==> src/rtl/core/bmf_pkg.sv <==
// Shared constants and types for the box mean filter.
// Holds the item word passed from the front end through the queue to the back end.
// No dependencies.
package bmf_pkg;

  localparam int MAX_WIDTH    = 1024;
  localparam int MAX_MASK     = 16;
  localparam int HEIGHT_LIMIT = 1024;
  localparam int QDEPTH       = 4;

  localparam int PIX_W   = 8;
  localparam int DIM_W   = 11;
  localparam int MASK_W  = 5;
  localparam int COL_W   = $clog2(MAX_WIDTH);
  localparam int SLOT_W  = $clog2(MAX_MASK);
  localparam int CSUM_W  = 12;
  localparam int WSUM_W  = 16;
  localparam int CIDX_W  = 2;

  typedef enum logic [CIDX_W-1:0] {
    CFG_WIDTH  = 2'd0,
    CFG_HEIGHT = 2'd1,
    CFG_MASK   = 2'd2
  } cfg_reg_e;

  typedef struct packed {
    logic [PIX_W-1:0]  pixel;
    logic [SLOT_W-1:0] rd_slot;
    logic [SLOT_W-1:0] wr_slot;
    logic [COL_W-1:0]  col;
    logic              row_zero;
    logic              row_ge_mask;
    logic              col_zero;
    logic              col_ge_mask;
    logic              emit;
    logic [SLOT_W-1:0] mask_idx;
    logic [COL_W-1:0]  center_row;
    logic [COL_W-1:0]  center_col;
  } bmf_item_t;

endpackage

==> src/rtl/core/bmf_front.sv <==
// Front end of the box mean filter: configuration registers, raster position
// tracking and classification of each pixel word into a queue item.
// Depends on bmf_pkg.
module bmf_front (
  input  logic                        clk_i,
  input  logic                        rst_ni,
  input  logic                        cfg_valid_i,
  output logic                        cfg_ready_o,
  input  logic [bmf_pkg::CIDX_W-1:0]  cfg_index_i,
  input  logic [bmf_pkg::DIM_W-1:0]   cfg_data_i,
  input  logic                        in_valid_i,
  output logic                        in_ready_o,
  input  logic [bmf_pkg::PIX_W-1:0]   pixel_i,
  input  logic                        frame_start_i,
  input  logic                        q_full_i,
  output logic                        push_o,
  output bmf_pkg::bmf_item_t          item_o
);
  import bmf_pkg::*;

  logic [DIM_W-1:0]  width_q, height_q;
  logic [MASK_W-1:0] mask_q;
  logic [COL_W-1:0]  r_q, c_q;

  logic [DIM_W-1:0]  width_sat, height_sat;
  logic [MASK_W-1:0] mask_sat;
  logic              cfg_hit;

  logic [COL_W-1:0]  r_sel, c_sel, r_nxt, c_nxt;
  logic [DIM_W-1:0]  r_ext, c_ext, m_ext, c_inc, r_inc;
  logic              accept;

  assign cfg_ready_o = 1'b1;
  assign in_ready_o  = !q_full_i;
  assign accept      = in_valid_i && !q_full_i;
  assign push_o      = accept;

  always_comb begin
    if (cfg_data_i == '0) begin
      width_sat  = DIM_W'(1);
      height_sat = DIM_W'(1);
    end else begin
      width_sat  = (cfg_data_i > DIM_W'(MAX_WIDTH)) ? DIM_W'(MAX_WIDTH) : cfg_data_i;
      height_sat = (cfg_data_i > DIM_W'(HEIGHT_LIMIT)) ? DIM_W'(HEIGHT_LIMIT) : cfg_data_i;
    end
    if (cfg_data_i[MASK_W-1:0] == '0) begin
      mask_sat = MASK_W'(1);
    end else if (cfg_data_i[MASK_W-1:0] > MASK_W'(MAX_MASK)) begin
      mask_sat = MASK_W'(MAX_MASK);
    end else begin
      mask_sat = cfg_data_i[MASK_W-1:0];
    end
    case (cfg_reg_e'(cfg_index_i))
      CFG_WIDTH, CFG_HEIGHT, CFG_MASK: cfg_hit = cfg_valid_i;
      default:                         cfg_hit = 1'b0;
    endcase
  end

  always_comb begin
    r_sel = frame_start_i ? '0 : r_q;
    c_sel = frame_start_i ? '0 : c_q;
    if (DIM_W'(r_sel) >= height_q || DIM_W'(c_sel) >= width_q) begin
      r_sel = '0;
      c_sel = '0;
    end
    r_ext = DIM_W'(r_sel);
    c_ext = DIM_W'(c_sel);
    m_ext = DIM_W'(mask_q);

    item_o.pixel       = pixel_i;
    item_o.rd_slot     = r_sel[SLOT_W-1:0] - mask_q[SLOT_W-1:0];
    item_o.wr_slot     = r_sel[SLOT_W-1:0];
    item_o.col         = c_sel;
    item_o.row_zero    = (r_sel == '0);
    item_o.row_ge_mask = (r_ext >= m_ext);
    item_o.col_zero    = (c_sel == '0);
    item_o.col_ge_mask = (c_ext >= m_ext);
    item_o.emit        = ((r_ext + DIM_W'(1)) >= m_ext) && ((c_ext + DIM_W'(1)) >= m_ext);
    item_o.mask_idx    = SLOT_W'(mask_q - MASK_W'(1));
    item_o.center_row  = COL_W'(r_ext + DIM_W'(1) - m_ext + (m_ext >> 1));
    item_o.center_col  = COL_W'(c_ext + DIM_W'(1) - m_ext + (m_ext >> 1));

    c_inc = c_ext + DIM_W'(1);
    r_inc = r_ext + DIM_W'(1);
    if (c_inc >= width_q) begin
      c_nxt = '0;
      r_nxt = (r_inc >= height_q) ? '0 : COL_W'(r_inc);
    end else begin
      c_nxt = COL_W'(c_inc);
      r_nxt = r_sel;
    end
  end

  always_ff @(posedge clk_i or negedge rst_ni) begin
    if (!rst_ni) begin
      width_q  <= DIM_W'(640);
      height_q <= DIM_W'(480);
      mask_q   <= MASK_W'(3);
      r_q      <= '0;
      c_q      <= '0;
    end else if (cfg_hit) begin
      case (cfg_reg_e'(cfg_index_i))
        CFG_WIDTH:  width_q  <= width_sat;
        CFG_HEIGHT: height_q <= height_sat;
        CFG_MASK:   mask_q   <= mask_sat;
        default:    ;
      endcase
      r_q <= '0;
      c_q <= '0;
    end else if (accept) begin
      r_q <= r_nxt;
      c_q <= c_nxt;
    end
  end

endmodule

==> config.mk <==
export PLATFORM = sky130hd
export DESIGN_NAME = bmf_front
export DESIGN_NICKNAME = d
export VERILOG_FILES = /design/src/rtl/core/bmf_pkg.sv /design/src/rtl/core/bmf_front.sv
export SDC_FILE = /design/constraint.sdc
export NUM_CORES = 1
export LEC_CHECK = 0
export ABC_AREA = 1
export BUFFER_PORTS_ARGS = -buffer_cell sky130_fd_sc_hd__buf_4
export CAP_MARGIN = 0
export CORE_UTILIZATION = 44
export CTS_BUF_LIST = sky130_fd_sc_hd__clkbuf_4 sky130_fd_sc_hd__clkbuf_8 sky130_fd_sc_hd__clkbuf_16
export DETAILED_ROUTE_END_ITERATION = 8
export PLACE_DENSITY_LB_ADDON = 0.3
export SLEW_MARGIN = 20
export SYNTH_ARGS = -nofsm -noshare
export SYNTH_HDL_FRONTEND = slang
export SYNTH_SLANG_ARGS = --single-unit
==> constraint.sdc <==
create_clock -name clk_i -period 5.45 [get_ports clk_i]
set_clock_uncertainty 0.05 [all_clocks]
set_input_delay 0.2725 -clock clk_i [delete_from_list [all_inputs] [get_ports clk_i]]
set_output_delay 0.2725 -clock clk_i [all_outputs]
set_load 0.03 [all_outputs]
## Word-level counts from Yosys, hierarchy flattened

Index checks and enable logic that the tools add are counted.
Widths: inputs -> output; s select.

| word-level totals | value |
|---|---|
| bits in registers | 47 |
| bits in latches | 0 |
| bits in writable memories | 0 |
| bits in read-only memories | 0 |
| output and inout bits | 58 |
| word-level logic and storage cells | 55 |
| memories kept | 0 |

| operators by class | value |
|---|---|
| add/sub/neg operators | 8 |
| $mul | 0 |
| div/mod/pow operators | 0 |
| magnitude comparators | 10 |
| eq/ne operators | 2 |
| shift operators | 0 |
| muxes and demuxes | 16 |
| bitwise operators | 0 |
| reduce and logical (&&, ||, !) cells | 14 |

Operators with widths:

| kind | number |
|---|---|
| $mux 10 | 11 |
| $add 10x1->11 const B | 2 |
| $ge 10x11->1 | 2 |
| $ge 11x11->1 | 2 |
| $ge 11x5->1 | 2 |
| $mux 11 | 2 |
| $add 10x4->10 | 2 |
| $ge 10x5->1 | 2 |
| $logic_not 10->1 | 2 |
| $sub 10x5->10 | 2 |
| $gt 11x11->1 const B | 1 |
| $logic_not 11->1 | 1 |
| $mux 5 | 2 |
| $reduce_and 2->1 | 3 |
| $gt 5x5->1 const B | 1 |
| $logic_not 5->1 | 1 |
| $sub 4x1->4 const B | 1 |
| $sub 4x4->4 | 1 |
| $reduce_or 3->1 | 1 |
| $eq 2x1->1 const B | 1 |
| $eq 2x2->1 const B | 1 |
| $logic_and 1x1->1 | 2 |
| $logic_not 2->1 | 1 |
| $reduce_bool 2->1 | 1 |
| other kinds (3) | 3 |

## Depth between registers and ports, before layout

| logic depth | value |
|---|---|
| depth in word-level cells | 10 |
| depth in mapped cells | 36 |
| gate-level depth less buffers | 35 |

## Worst setup path before layout

Ideal clock, no wire load.

| path | value |
|---|---|
| path kind | input to output |
| start point | input frame_start_i |
| end point | output item_o[17] (netlist bit) |
| data arrival time | 5.090 ns |
| path slack | 0.038 ns |
| cell stages on the path | 24 |
| buffers on the path | 2 |
| cells stage by stage | buf_2 clkbuf_1 nor2_1 ha_1 inv_1 nor2_1 a21boi_2 nand2_1 nor2_4 nand3_4 nor2_1 ha_1 xnor2_1 inv_1 fa_1 ha_1 a21oi_1 nor2_1 a211oi_1 a21boi_0 nor2_1 nand3_1 nand2_1 xor2_1 |

RTL lines:

| element | line | RTL |
|---|---|---|
| from (decl) | bmf_front.sv:14 | `input logic frame_start_i,` |
| to (decl) | bmf_front.sv:17 | `output bmf_pkg::bmf_item_t item_o` |

==> results.yml <==
cts:
  cts_buffers: 5
  htreeDepth: 2
  clk_latency_ps: 290
  cts.sinks: 47
  cts_buffer_depth: 2
  path_clk_slew_ps: 70
  tritoncts: "done"
  cts_root_buf: "clkbuf_16"
cells_and_area:
  syn_to_final_growth_pct: 16.1
  num-nets-final: 968
  final_common_cell: "nand2_1"
  multiInputGateArea_um2: 3680
  fill_cells: 1243
  seqCellArea_um2: 1190
  final_util_pct: 52.7
  stdcell_count: 1008
  fin_area_um2: 6380
  drive_gt1_share_pct: 16.1
  n_antenna_cell: 0
  final_cell_mix: "nand2_1, inv_1, ha_1, buf_4, nor2_1"
synth:
  ys_ff_latch: 47
  dominantRegCellSynth: "dfrtp_1"
  synth_compound_area_share_pct: 13.3
  yosysSeqAreaShare_pct: 21.6
  synth_area_um2: 5500
  async_flop_share_pct: 100
  yosysWarnings: 0
  syn-num-nets: 900
  synthCells: 771
  synth_top_family_by_area: "simple AND/OR/NAND/NOR gates"
  synth.distinct_cells: 51
  synth-edff-count: 0
  synth-xor-area-share_pct: 3.19
  synth_fa_ha_area_share_pct: 24.4
  synthMuxAreaShare_pct: 0
  synthSimpleGateAreaFrac_pct: 25.0
  avgSynthCellArea_um2: 7.13
worst_hold_path:
  hold_path_end: "height_q[9]$_DFFE_PN0P_"
  hold_path.class: "in -> reg"
  holdPathStages: 3
  hold_path_startpoint: "cfg_data_i[9]"
setup_path:
  criticalPathCategory: "reg -> out"
  worst-path-buf-inv: 4
  start_kind: "flop"
  critPathArrivalTime_ps: 4730
  slowest_stage: "dfstp_2"
  rrSetupSlack_ps: 670
  max_stage_delay_ps: 530
  reg2reg_to: "r_q[6]$_DFFE_PN0P_"
  critPathMaxFanout: 6
  crit_path_end_kind: "output port"
  reg2reg_depth: 30
  crit_family: "adder cells"
  cp_data_required_time_ps: 5130
  r2r-start: "height_q[6]$_DFFE_PN1P_"
  path_common_cell: "nand2_1"
sta:
  fmax_ghz: 0.198
  finalHoldViolations: 0
  period_minus_slack_ps: 5060
  finalSetupTns_ps: 0
  fin_crit_sh_pct: 92.8
  rsz0062_at_grt: "no"
  drv_slew: 0
  maxSlewHeadroom_pct: 57.2
  tightest_slew_ps: 642
  finalSetupViolations: 0
power_and_ir_drop:
  power_density_nw_per_um2: 271
  pwr-share-seq_pct: 23.6
  p_leak_nw: 3.53
  pwr-share-clk_pct: 18.2
  internal_power_w: 0.000941
  p_comb_share_pct: 58.2
  p_switching_w: 0.000792
  total_power_w: 0.00173
  switching_share_pct: 45.7
  ir_drop_mv: 0.133
outcome:
  status: "complete, no violations"
placed_design:
  place_congestion: 0.971
  io_buffers: 67
  place_area_um2: 6170
  placed_cells: 998
  dpl.hpwl_um: 12300
floorplanning:
  die_w_um: 114
  initial_core_util_pct: 45.4
  dieArea_um2: 12900
  fp-row-count: 40
  core-area_um2: 12100
  ios: 85
  die_h_um: 114
global_routing:
  globalRouteOverflowTotal: 0
  grt_max_degree: 48
  antenna_found_initial: 0
  grt_pass1_vias: 4836
  grt_first_pass_wirelength_um: 24100
  track_usage_pct: 24.1
routing:
  drt_iter0_markers: 339
  wire_per_inst_um: 14.8
  ant_nets: 0
  finalWirelength_um: 14900
  route.detailed.drc: 0
  vias: 5184
  dr.pass1.iters: 4
  vias_per_cell: 5.14
flow_run:
  max-cap-violations: 0
-- power by group through the flow --
stage          Combinational, W  Clock [W]  Sequential (W)
6_report                0.00101   0.000316        0.000408
3_3_place_gp           0.000972          0        0.000414
5_1_grt                 0.00111   0.000334        0.000412
2_1_floorplan          0.000700          0        0.000407
3_5_place_dp           0.000981          0        0.000415
4_1_cts                0.000986   0.000321        0.000408
-- cell usage after synthesis (all sizes together) (2+ instances only) --
master | count | area share (%)
nand3 | 31 | 3.2
inv | 154 | 11
nand4 | 12 | 1.4
nor3 | 8 | 1.2
and3 | 2 | 0.23
buf | 11 | 1.5
or2 | 2 | 0.27
nor2 | 72 | 5.3
ha | 93 | 21
nor4 | 5 | 0.57
o2111ai | 3 | 0.48
nand2 | 173 | 12
o21bai | 2 | 0.27
fa | 9 | 3.3
o221ai | 4 | 0.64
xnor2 | 5 | 0.80
a31o | 2 | 0.32
a211oi | 3 | 0.41
a21oi | 33 | 3.0
clkbuf | 5 | 0.34
xor2 | 15 | 2.4
a21boi | 3 | 0.48
o21ai | 44 | 4.1
dfrtp | 39 | 18
dfstp | 8 | 3.8
o22ai | 16 | 1.8
a22oi | 6 | 0.82
nand3b | 3 | 0.41
-- sequential cells by signal, summed over array words and instances (netlist names) --
name and flops:
c_q 10, height_q 11, mask_q 5, r_q 10, width_q 11
-- timing repair --
| item | CTS | global route |
|---|---|---|
| resized for setup | 1 | 15 |
| hold buffers | 1 | 0 |
| setup buffers | 0 | 1 |
| setup endpoints to repair | 1 | 10 |
| endpoints found under the hold margin | 39 | 0 |
-- area by class of cell --
class	instances	area share [%]
sequential	47	18.6
inverter	154	9.14
clock inverter	2	0.216
multi-input combinational	554	57.6
tap	168	3.29
timing repair buffer	77	9.10
clock buffer	6	2.08
-- worst max-delay path by stage --
stage                                 start         end  slack (ps)  cells after the start
detailed placement            frame_start_i  item_o[19]         170                     31
CTS                 height_q[6]$_DFFE_PN1P_  item_o[19]          40                     28
global route         width_q[9]$_DFFE_PN1P_   item_o[9]          10                     29
global placement              frame_start_i  item_o[19]         370                     29
floorplan                     frame_start_i  item_o[17]          40                     24
finish              height_q[6]$_DFFE_PN1P_  item_o[19]         390                     27
-- worst min-delay path, delay by kind of cell --
family / cells / cell delay, ps
AND/OR/NAND/NOR: 1 / 60
AO/OA/AOI/OAI: 1 / 70
buffers and inverters: 1 / 90
-- cell families (layout without fill, tap and decap cells) --
| logic type | count (synthesis) | in the layout |
|---|---|---|
| xor+xnor | 20 | 20 |
| flops | 47 | 47 |
| compound gates | 122 | 122 |
| buf+inv | 170 | 239 |
| other cells | 1 | 1 |
| simple gates | 309 | 309 |
| fa+ha+maj | 102 | 102 |
-- per-layer routing --
metal	wire (um)	part of all wire (%)	track usage (%)
met3	1060	7.1	3.99
met1	7240	49	35.7
met2	6390	43	36.2
met5	0	0	0
met4	232	1.6	6.23
-- through the flow --
step           worst slack, ps  hold slack (ps)
3_5_place_dp               168              289
2_1_floorplan             37.9            -73.1
5_1_grt                   10.7              208
3_3_place_gp               367              286
6_report                   393              189
4_1_cts                   36.0              197
No activity file was read; power rests on OpenSTA's default activity.
