File: src/rtl/core/bmf_pkg.sv
// Shared constants and types for the box mean filter.
// Holds the item word passed from the front end through the queue to the back end.
// No dependencies.
package bmf_pkg;

  localparam int MAX_WIDTH    = 1024;
  localparam int MAX_MASK     = 16;
  localparam int HEIGHT_LIMIT = 1024;
  localparam int QDEPTH       = 4;

  localparam int PIX_W   = 8;
  localparam int DIM_W   = 11;
  localparam int MASK_W  = 5;
  localparam int COL_W   = $clog2(MAX_WIDTH);
  localparam int SLOT_W  = $clog2(MAX_MASK);
  localparam int CSUM_W  = 12;
  localparam int WSUM_W  = 16;
  localparam int CIDX_W  = 2;

  typedef enum logic [CIDX_W-1:0] {
    CFG_WIDTH  = 2'd0,
    CFG_HEIGHT = 2'd1,
    CFG_MASK   = 2'd2
  } cfg_reg_e;

  typedef struct packed {
    logic [PIX_W-1:0]  pixel;
    logic [SLOT_W-1:0] rd_slot;
    logic [SLOT_W-1:0] wr_slot;
    logic [COL_W-1:0]  col;
    logic              row_zero;
    logic              row_ge_mask;
    logic              col_zero;
    logic              col_ge_mask;
    logic              emit;
    logic [SLOT_W-1:0] mask_idx;
    logic [COL_W-1:0]  center_row;
    logic [COL_W-1:0]  center_col;
  } bmf_item_t;

endpackage

File: src/rtl/core/bmf_queue.sv
// Short queue of classified items between the front and back ends.
// Depends on bmf_pkg.
module bmf_queue (
  input  logic               clk_i,
  input  logic               rst_ni,
  input  logic               push_i,
  input  bmf_pkg::bmf_item_t item_i,
  output logic               full_o,
  output logic               valid_o,
  output bmf_pkg::bmf_item_t item_o,
  input  logic               pop_i
);
  import bmf_pkg::*;

  localparam int PTR_W = $clog2(QDEPTH);
  localparam int CNT_W = $clog2(QDEPTH + 1);

  bmf_item_t        entry_q [QDEPTH];
  logic [PTR_W-1:0] wr_ptr_q, rd_ptr_q;
  logic [CNT_W-1:0] count_q;

  assign full_o  = (count_q == CNT_W'(QDEPTH));
  assign valid_o = (count_q != '0);
  assign item_o  = entry_q[rd_ptr_q];

  always_ff @(posedge clk_i) begin
    if (push_i) begin
      entry_q[wr_ptr_q] <= item_i;
    end
  end

  always_ff @(posedge clk_i or negedge rst_ni) begin
    if (!rst_ni) begin
      wr_ptr_q <= '0;
      rd_ptr_q <= '0;
      count_q  <= '0;
    end else begin
      if (push_i) begin
        wr_ptr_q <= wr_ptr_q + PTR_W'(1);
      end
      if (pop_i) begin
        rd_ptr_q <= rd_ptr_q + PTR_W'(1);
      end
      if (push_i && !pop_i) begin
        count_q <= count_q + CNT_W'(1);
      end else if (pop_i && !push_i) begin
        count_q <= count_q - CNT_W'(1);
      end
    end
  end

  a_count_bound: assert property (@(posedge clk_i) disable iff (!rst_ni)
    count_q <= CNT_W'(QDEPTH))
    else $error("queue count exceeds depth");

  a_pop_nonempty: assert property (@(posedge clk_i) disable iff (!rst_ni)
    pop_i |-> (count_q != '0))
    else $error("pop from empty queue");

  a_push_grows: assert property (@(posedge clk_i) disable iff (!rst_ni)
    (push_i && !pop_i) |=> (count_q == $past(count_q) + CNT_W'(1)))
    else $error("queue count did not advance on push");

endmodule

File: config.mk
export PLATFORM = sky130hd
export DESIGN_NAME = bmf_queue
export DESIGN_NICKNAME = d
export VERILOG_FILES = /design/src/rtl/core/bmf_pkg.sv /design/src/rtl/core/bmf_queue.sv
export SDC_FILE = /design/constraint.sdc
export NUM_CORES = 1
export LEC_CHECK = 0
export ABC_AREA = 1
export BUFFER_PORTS_ARGS = -buffer_cell sky130_fd_sc_hd__buf_2
export CAP_MARGIN = 30
export CORE_MARGIN = 5
export CORE_UTILIZATION = 35
export CTS_CLUSTER_DIAMETER = 40
export CTS_CLUSTER_SIZE = 8
export DETAILED_ROUTE_END_ITERATION = 10
export GPL_ROUTABILITY_DRIVEN = 1
export SYNTH_ARGS = -nofsm -noshare
export SYNTH_HDL_FRONTEND = slang
export SYNTH_SLANG_ARGS = --single-unit
File: constraint.sdc
create_clock -name clk_i -period 2.9 [get_ports clk_i]
set_clock_uncertainty 0.1 [all_clocks]
set_input_delay 0.58 -clock clk_i [delete_from_list [all_inputs] [get_ports clk_i]]
set_output_delay 0.58 -clock clk_i [all_outputs]
set_load 0.01 [all_outputs]
* After elaboration in Yosys (flattened, before gate mapping) *
Memory sizes are Yosys's and may differ from the RTL's.
Index checks and enable logic that the tools add are counted.

word-level totals
  bits in writable memories = 220
  bits in read-only memories = 0
  input port bits = 59
  bits in latches = 0
  memories = 1
  register bits = 7
  output and inout port bits = 57

memory list
  memory   depth  width  rd ports  clocked after Yosys merged registers in  wr ports  line             text
  entry_q  4      55     1         0                                        1         bmf_queue.sv:18  bmf_item_t entry_q [QDEPTH];

operators by class
  bitwise gates (word level) = 0
  $mul = 0
  $lt $le $gt $ge = 0
  mux-type cells = 4
  $add $sub $neg = 4
  reduce and logical (&&, ||, !) cells = 6
  shifts and indexed selects = 0
  equality and inequality tests = 1
  divide/modulo/power cells = 0

operators with widths
  kind                                               number
  2-to-1 mux 3 bit                                   2
  adder 2 x 1 -> 2 bit (second input constant)       2
  adder 3 x 1 -> 3 bit (second input constant)       1
  equality test 3 bit (second input constant)        1
  nonzero test 3 bit                                 1
  subtractor 3 x 1 -> 3 bit (second input constant)  1
  logical AND 1 bit                                  2
  zero test 1 bit                                    2
  2-to-1 mux 1 bit                                   2
  nonzero test 2 bit                                 1

* Longest topological paths before layout *
Gate-level depths: netlist of the first run.

  word-level depth = 4
  mapped depth = 9

* Worst setup path after synthesis of the first run *
No wires, ideal clock.

  path kind = input to register
  start = in push_i
  end = mem entry_q[0][0] (netlist name), enable pin
  setup slack = 0.445 ns
  cell stages on the path = 3
  arrival time = 1.946 ns
  setup time = 0.409 ns
  path buffers = 1
  cell sequence = clkbuf_1 nand2_1 inv_1

on the way
  longest elaborated chain between the ends = 2

RTL lines
  what                                    line             text
  from (decl)                             bmf_queue.sv:6   input logic push_i,
  2-to-1 mux 1 bit                        bmf_queue.sv:27  if (push_i) begin
  2-to-1 mux 1 bit (implied by the code)  bmf_queue.sv:28  entry_q[wr_ptr_q] <= item_i;
  to (decl)                               bmf_queue.sv:18

No other way between the ends.

==> results.sh, run 1 <==
export IMPL_fin_ws_ps=321
export IMPL_syn_cell_area_um2=9610
export IMPL_setup_tns_ps=0
export IMPL_final_antenna_net_count=0
export IMPL_peakVddDrop_uv=625
export IMPL_synth_edf_count=220
export IMPL_yosys_warnings=0
export IMPL_async_flop_share=0.0308
export IMPL_core_area_um2=27000
export IMPL_grt_max_degree=56
export IMPL_synth_most_common_cell="edfxtp_1"
export IMPL_timing_reg2reg_setup_slack_ps=1110
export IMPL_whs_ps=197
export IMPL_synth_top_flop_cell="edfxtp_1"
export IMPL_final_area_um2=11800
export IMPL_layout_worst_path_cycle_share=0.889
export IMPL_nFillCells=2457
export IMPL_worst_pin_slew_ps=507
export IMPL_grt_total_usage=0.123
export IMPL_vias=5355
export IMPL_min_from="item_i[28]"
export IMPL_startpoint="rd_ptr_q[1]"
export IMPL_hp_class="input port to register"
export IMPL_dp_final_hpwl_mm=11.2
export IMPL_end_kind="output port"
export IMPL_setup_viol=0
export IMPL_cap_violations=0
export IMPL_drc=0
export IMPL_fp_dieH_um=176
export IMPL_routed_via_density=4.48
export IMPL_slew_limit_headroom=0.661
export IMPL_crit_fanout=23
export IMPL_synth_adder_area_share=0.00859
export IMPL_synth_top_family_by_area="compound AO/OA/AOI/OAI gates"
export IMPL_required_ps=2220
export IMPL_p_per_area_nw_per_um2=1100
export IMPL_cts_root_buf="clkbuf_16"
export IMPL_initial_utilization=0.356
export IMPL_clk_pin_slew_ps=50
export IMPL_worst_r2r_cell_count=5
export IMPL_synth_net_count=756
export IMPL_grt_first_pass_wirelength_mm=29.9
export IMPL_clk_latency_ps=490
export IMPL_yosys_area_top_type="edfxtp_1"
export IMPL_cts_tree="built"
export IMPL_rr_startpoint="wr_ptr_q[0]"
export IMPL_min_path_cells=1
export IMPL_synth_seq_area_share=0.705
export IMPL_rows=60
export IMPL_synth_compound_area_frac=0.127
export IMPL_area_delta_synth_final_pct=22.7
export IMPL_synth_top_area_frac=0.687
export IMPL_synth_area_per_cell_um2=13.9
export IMPL_antenna_found_initial=2
export IMPL_htree_levels=2
export IMPL_portBuffers=115
export IMPL_cp_start_kind="register"
export IMPL_outcome="finished, final reports clean"
export IMPL_yosys_area_share_simple=0.0720
export IMPL_synthXorXnorAreaFrac=0.00364
export IMPL_rsz0062_at_grt="no"
export IMPL_numClockSinks=227
export IMPL_path_delay_family="buffers and inverters"
export IMPL_hold_path_end="entry_q[2][28]"
export IMPL_synthMuxAreaShare=0
export IMPL_place_gp_congestion=0.705
export IMPL_r2r_end="entry_q[0][22]"
export IMPL_crit_chain="inv_2 > buf_12 > o211ai_2 > nand2_1 > buf_2"
export IMPL_numCtsBuffers=40
export IMPL_drive_above_1_share=0.318
export IMPL_leakagePower_nw=4.82
export IMPL_syn_inst=691
export IMPL_synth_seq_cells=227
export IMPL_crit_arrival_ps=1900
export IMPL_synth_distinct_cells=21
export IMPL_max_stage_delay_ps=490
export IMPL_slew_viol_final=0
export IMPL_postPlaceCellArea_um2=10600
export IMPL_fmax_ghz=0.388
export IMPL_clk_path_buf_depth=3
export IMPL_die_w_um=176
export IMPL_nets=894
export IMPL_wirelength_mm=18.7
export IMPL_dp_worst_setup_slack_ps=655
export IMPL_diodes=0
export IMPL_dieArea_um2=30900
export IMPL_drt_pass1_iterations=4
export IMPL_synth_common_cells="220 x edfxtp_1, 179 x nand2_1, 122 x inv_1"
export IMPL_critPathBufInv=3
export IMPL_grt_pass1_vias=5577
export IMPL_hold_viol_final=0
export IMPL_post_route_min_period_ps=2580
export IMPL_drt_initial_drc_count=232
export IMPL_worst_setup_path_type="register to output port"
export IMPL_grt_overflow=0
export IMPL_crit_slowest_cell="dfrtp_4"
export IMPL_wire_per_inst_um=15.7
export IMPL_synth_area_top_cells="edfxtp_1 69%, o211ai_2 10%, nand2_1 7.0%, inv_1 4.8%, o211ai_1 2.5%"
export IMPL_ios=116
[worst register-to-register path: cells and delay by family, from the launching register on]
kind,cells,cell delay [ps]
fa+ha+maj,1,140
flops,1,430
simple gates,1,50
buf+inv,3,710
[layer usage]
metal  share of wire  GRT usage
met3           0.054     0.0329
met1            0.42      0.147
met4           0.023     0.0419
met2            0.50      0.213
met5          0.0015          0
[worst max-delay path by stage]
| stage | end | slack [ps] | cells past startpoint |
|---|---|---|---|
| 3_5_place_dp | item_o[44] | 650 | 5 |
| 5_1_grt | item_o[44] | 190 | 5 |
| 2_1_floorplan | entry_q[0][0] | 440 | 3 |
| 4_1_cts | item_o[44] | 130 | 5 |
| 3_3_place_gp | item_o[8] | 660 | 5 |
| 6_report | item_o[42] | 320 | 5 |
[layout by cell type, fill, tap and decap left out, drive strengths merged]
| cell type | instances |
|---|---|
| fa | 1 |
| nand4 | 1 |
| buf | 133 |
| nand2 | 179 |
| ha | 5 |
| o21ai | 1 |
| nor2 | 1 |
| clkinvlp | 3 |
| clkbuf | 52 |
| xor2 | 3 |
| dfrtp | 7 |
| edfxtp | 220 |
| dlygate4sd3 | 1 |
| inv | 122 |
| nor3 | 1 |
| xnor2 | 1 |
| clkinv | 9 |
| nand3 | 1 |
| o211ai | 110 |
| bufinv | 2 |
[area by class of cell]
type | count | area (um2) | area share
clock inverter | 14 | 128 | 0.0108
timing repair buffer | 134 | 883 | 0.0749
inverter | 122 | 458 | 0.0388
tap | 341 | 427 | 0.0362
multi-input combinational | 304 | 2030 | 0.172
clock buffer | 52 | 1080 | 0.0914
sequential | 227 | 6790 | 0.576
[power breakdown]
part / internal, mW / leakage [nW] / switching, mW
sequential: 4.31 / 2.10 / 0.266
clock: 2.76 / 0.581 / 1.41
combinational: 1.60 / 2.14 / 2.59
total: 8.67 / 4.82 / 4.26
[state kept, by name, summed over array words and instances, names as in the netlist]
register	cells
count_q	3
wr_ptr_q	2
entry_q	220
rd_ptr_q	2
[kinds of logic (layout without fill, tap and decap cells)]
| logic type | after synthesis | after routing |
|---|---|---|
| adder cells (fa/ha/maj) | 6 | 6 |
| buffers and inverters | 160 | 322 |
| AO/OA/AOI/OAI | 111 | 111 |
| AND/OR/NAND/NOR | 183 | 183 |
| flip-flops | 227 | 227 |
| XOR/XNOR | 4 | 4 |
[what timing repair did]
action                                 in CTS  in global routing
endpoints found under the hold margin       7                  0
setup buffers                               0                  1
resized for setup                           0                  0
hold buffers                                1                  0
setup endpoints to repair                   0                  1
[per-stage QoR]
step / power [mW] / cells / utilization
6_report: 12.9 / 1194 / 0.436
5_1_grt: 13.8 / 1194 / 0.436
4_1_cts: 13.2 / 1193 / 0.436
3_5_place_dp: 8.93 / 1126 / 0.391
3_3_place_gp: 8.87 / 1126 / 0.391
2_1_floorplan: 7.56 / 691 / -
Power figures use the tool's default switching activity.
==> run 2, diff against run 1 <==
--- a/config.mk
+++ b/config.mk
@@ -8,6 +8,7 @@
 export ABC_AREA = 1
 export BUFFER_PORTS_ARGS = -buffer_cell sky130_fd_sc_hd__buf_2
 export CAP_MARGIN = 30
+export CORE_ASPECT_RATIO = 1.1
 export CORE_MARGIN = 5
 export CORE_UTILIZATION = 35
 export CTS_CLUSTER_DIAMETER = 40
==> results.sh, run 2 (same netlist as run 1, synthesis figures left out) <==
export IMPL_diodes=0
export IMPL_r2r_end="entry_q[2][11]"
export IMPL_final_antenna_net_count=0
export IMPL_fin_ws_ps=216
export IMPL_drive_above_1_share=0.310
export IMPL_antenna_found_initial=3
export IMPL_wirelength_mm=19.3
export IMPL_grt_max_degree=62
export IMPL_setup_tns_ps=0
export IMPL_routed_via_density=4.52
export IMPL_grt_total_usage=0.124
export IMPL_outcome="finished, final reports clean"
export IMPL_clk_latency_ps=490
export IMPL_largest_register="entry_q"
export IMPL_initial_utilization=0.356
export IMPL_drt_initial_drc_count=352
export IMPL_peakVddDrop_uv=614
export IMPL_min_from="item_i[31]"
export IMPL_grt_overflow=0
export IMPL_crit_fanout=31
export IMPL_rr_startpoint="wr_ptr_q[0]"
export IMPL_layout_worst_path_cycle_share=0.925
export IMPL_grt_pass1_vias=5636
export IMPL_hold_viol_final=0
export IMPL_core_area_um2=27000
export IMPL_cap_violations=0
export IMPL_rsz0062_at_grt="no"
export IMPL_layout_common_cells="220 x edfxtp_1, 179 x nand2_1, 117 x inv_1"
export IMPL_numCtsBuffers=39
export IMPL_area_delta_synth_final_pct=21.6
export IMPL_largest_reg_flops=220
export IMPL_htree_levels=2
export IMPL_die_w_um=168
export IMPL_ios=116
export IMPL_postPlaceCellArea_um2=10500
export IMPL_clk_pin_slew_ps=40
export IMPL_place_gp_congestion=0.731
export IMPL_setup_viol=0
export IMPL_p_per_area_nw_per_um2=1090
export IMPL_power_total_mw=12.7
export IMPL_min_path_cells=1
export IMPL_hold_path_end="entry_q[2][31]"
export IMPL_final_area_um2=11700
export IMPL_slew_limit_headroom=0.637
export IMPL_required_ps=2220
export IMPL_cts_tree="built"
export IMPL_dp_final_hpwl_mm=11.4
export IMPL_top_regs="entry_q (220), count_q (3)"
export IMPL_cts_root_buf="clkbuf_16"
export IMPL_post_route_min_period_ps=2680
export IMPL_wire_per_inst_um=16.1
export IMPL_portBuffers=115
export IMPL_end_kind="output port"
export IMPL_dp_worst_setup_slack_ps=734
export IMPL_hp_class="input port to register"
export IMPL_worst_setup_path_type="register to output port"
export IMPL_fmax_ghz=0.373
export IMPL_drt_pass1_iterations=4
export IMPL_nets=890
export IMPL_crit_arrival_ps=2000
export IMPL_nFillCells=2459
export IMPL_worst_pin_slew_ps=543
export IMPL_clk_path_buf_depth=3
export IMPL_grt_first_pass_wirelength_mm=30.5
export IMPL_worst_r2r_cell_count=5
export IMPL_utilization=0.432
export IMPL_layout_commonest_cell="edfxtp_1"
export IMPL_leakagePower_nw=4.75
export IMPL_drc=0
export IMPL_rows=63
export IMPL_vias=5416
export IMPL_cp_start_kind="register"
export IMPL_dieArea_um2=30900
export IMPL_slew_viol_final=0
export IMPL_timing_reg2reg_setup_slack_ps=960
export IMPL_numClockSinks=227
export IMPL_fp_dieH_um=184
[run 2: worst max path at each step]
stage,cells past startpoint,start,endpoint
floorplan,3,push_i,entry_q[0][0]
global placement,5,rd_ptr_q[0],item_o[34]
detailed placement,5,rd_ptr_q[0],item_o[35]
CTS,5,rd_ptr_q[0],item_o[35]
global route,5,rd_ptr_q[0],item_o[36]
finish,5,rd_ptr_q[0],item_o[35]
[run 2: metal layers]
metal | GRT usage | wire length, um
met3 | 0.0376 | 1140
met1 | 0.156 | 8240
met5 | 0 | 28
met2 | 0.211 | 9540
met4 | 0.0331 | 321
[run 2: cell type report]
cell class	instances	area, um2	share of cell area
Sequential cell	227	6790	0.581
Multi-Input combinational cell	304	2030	0.174
Clock buffer	43	991	0.0848
Timing Repair Buffer	131	823	0.0704
Inverter	122	462	0.0395
Tap cell	357	447	0.0382
Clock inverter	14	148	0.0126
[run 2: metrics by stage]
step           hold WS [ps]  std cells
2_1_floorplan           184        691
3_3_place_gp            332       1140
3_5_place_dp            335       1140
4_1_cts                 176       1198
5_1_grt                 183       1198
6_report                197       1198
[run 2: report_power, final]
group,switching [mW],total [mW],internal (mW)
Clock,1.38,4.04,2.66
Combinational,2.60,4.11,1.51
Sequential,0.256,4.57,4.32
[run 2: worst max-delay path: stages (launching register included)]
cell	delay, ps
dfrtp_4	660
buf_4	410
nand2_1	130
o211ai_2	80
nand2_1	80
buf_2	140
[run 2: what timing repair did]
action | in CTS | in global routing
gates resized for setup | 0 | 0
setup buffers | 0 | 0
setup endpoints to repair | 0 | 0
endpoints found under the hold margin | 7 | 0
hold buffers | 1 | 0
==> run 3, diff against run 2 <==
--- a/config.mk
+++ b/config.mk
@@ -9,7 +9,6 @@
 export BUFFER_PORTS_ARGS = -buffer_cell sky130_fd_sc_hd__buf_2
 export CAP_MARGIN = 30
 export CORE_ASPECT_RATIO = 1.1
-export CORE_MARGIN = 5
 export CORE_UTILIZATION = 35
 export CTS_CLUSTER_DIAMETER = 40
 export CTS_CLUSTER_SIZE = 8
==> results.sh, run 3 (same netlist as run 1, synthesis figures left out) <==
export IMPL_outcome="finished, final reports clean"
export IMPL_crit_chain="buf_12 > buf_12 > nand2_1 > o211ai_1 > nand2_1 > buf_2"
export IMPL_worst_setup_path_type="register to output port"
export IMPL_hold_path_end="entry_q[0][23]"
export IMPL_slew_limit_headroom=0.614
export IMPL_rsz0062_at_grt="no"
export IMPL_nets=891
export IMPL_dieArea_um2=28100
export IMPL_hold_viol_final=0
export IMPL_portBuffers=115
export IMPL_initial_utilization=0.357
export IMPL_rows=63
export IMPL_largest_register="entry_q"
export IMPL_clk_pin_slew_ps=50
export IMPL_p_per_area_nw_per_um2=1090
export IMPL_die_w_um=160
export IMPL_layout_worst_path_cycle_share=0.891
export IMPL_core_area_um2=27000
export IMPL_drive_above_1_share=0.311
export IMPL_multiInputGateArea_um2=2030
export IMPL_worst_pin_slew_ps=578
export IMPL_drt_initial_drc_count=238
export IMPL_end_kind="output port"
export IMPL_largest_reg_flops=220
export IMPL_post_route_min_period_ps=2580
export IMPL_layout_commonest_cell="edfxtp_1"
export IMPL_numClockSinks=227
export IMPL_grt_overflow=0
export IMPL_required_ps=2220
export IMPL_slew_viol_final=0
export IMPL_cts_resized=0
export IMPL_routed_via_density=4.44
export IMPL_setup_tns_ps=0
export IMPL_setup_viol=0
export IMPL_critPathBufInv=3
export IMPL_fmax_ghz=0.387
export IMPL_place_gp_congestion=0.706
export IMPL_min_path_cells=1
export IMPL_numCtsBuffers=39
export IMPL_min_from="item_i[23]"
export IMPL_diodes=0
export IMPL_area_delta_synth_final_pct=22.1
export IMPL_layout_common_cells="220 x edfxtp_1, 179 x nand2_1, 117 x inv_1"
export IMPL_worst_r2r_cell_count=5
export IMPL_max_stage_delay_ps=430
export IMPL_hp_class="input port to register"
export IMPL_final_antenna_net_count=0
export IMPL_drc=0
export IMPL_grt_total_usage=0.135
export IMPL_cts_tree="built"
export IMPL_ios=116
export IMPL_final_area_um2=11700
export IMPL_drt_pass1_iterations=4
export IMPL_cts_root_buf="clkbuf_16"
export IMPL_grt_max_degree=107
export IMPL_power_total_mw=12.8
export IMPL_fp_dieH_um=176
export IMPL_crit_fanout=57
export IMPL_final_seq_area_um2=6790
export IMPL_cp_start_kind="register"
export IMPL_wirelength_mm=18.5
export IMPL_timing_reg2reg_setup_slack_ps=1070
export IMPL_path_delay_family="buffers and inverters"
export IMPL_htree_levels=2
export IMPL_clk_path_buf_depth=3
export IMPL_postPlaceCellArea_um2=10500
export IMPL_grt_first_pass_wirelength_mm=29.3
export IMPL_vias=5356
export IMPL_top_regs="entry_q (220), count_q (3)"
export IMPL_crit_slowest_cell="dfrtp_4"
export IMPL_r2r_end="entry_q[0][22]"
export IMPL_wire_per_inst_um=15.3
export IMPL_antenna_found_initial=2
export IMPL_clk_latency_ps=490
export IMPL_crit_arrival_ps=1900
export IMPL_dp_final_hpwl_mm=10.2
export IMPL_nFillCells=2498
export IMPL_peakVddDrop_uv=499
export IMPL_leakagePower_nw=4.79
export IMPL_grt_pass1_vias=5462
export IMPL_cap_violations=0
export IMPL_rr_startpoint="wr_ptr_q[0]"
[run 3: per-layer routing]
metal | global-route usage | up-vias | wire, um | share of wire
met4 | 0.0488 | 4 | 477 | 0.026
met1 | 0.159 | 2542 | 7890 | 0.43
met5 | 0 | - | 27 | 0.0015
met3 | 0.0423 | 39 | 1100 | 0.060
met2 | 0.230 | 110 | 8990 | 0.49
li1 | - | 2661 | - | -
[run 3: metrics by stage]
| step | utilization | worst slack, ps | hold slack [ps] | cells |
|---|---|---|---|---|
| 3_3_place_gp | 0.391 | 834 | 335 | 1141 |
| 6_report | 0.436 | 317 | 198 | 1205 |
| 2_1_floorplan | - | 445 | 184 | 691 |
| 3_5_place_dp | 0.391 | 806 | 335 | 1141 |
| 4_1_cts | 0.436 | 286 | 169 | 1205 |
| 5_1_grt | 0.436 | 168 | 178 | 1205 |
[run 3: layout make-up]
| cell class | count | area share |
|---|---|---|
| Inverter | 122 | 0.0391 |
| Clock inverter | 12 | 0.0115 |
| Timing Repair Buffer | 132 | 0.0697 |
| Tap cell | 357 | 0.0380 |
| Multi-Input combinational cell | 304 | 0.173 |
| Clock buffer | 51 | 0.0906 |
| Sequential cell | 227 | 0.578 |
[run 3: worst max-delay path by stage]
stage,from,end,slack (ps),cells past startpoint
finish,rd_ptr_q[0],item_o[16],320,6
global route,rd_ptr_q[0],item_o[16],170,6
CTS,rd_ptr_q[0],item_o[13],290,6
detailed placement,rd_ptr_q[0],item_o[13],810,6
global placement,rd_ptr_q[0],item_o[13],830,6
floorplan,push_i,entry_q[0][0],440,3
[run 3: timing repair]
| item | in CTS | in global routing |
|---|---|---|
| hold buffers | 1 | 0 |
| hold endpoints to repair | 7 | 0 |
| buffers inserted | 0 | 0 |
| setup endpoints to repair | 0 | 0 |
[run 3: power breakdown]
group          internal [mW]  switching, mW
Clock                   2.80           1.40
Sequential              4.31          0.191
Combinational           1.50           2.64
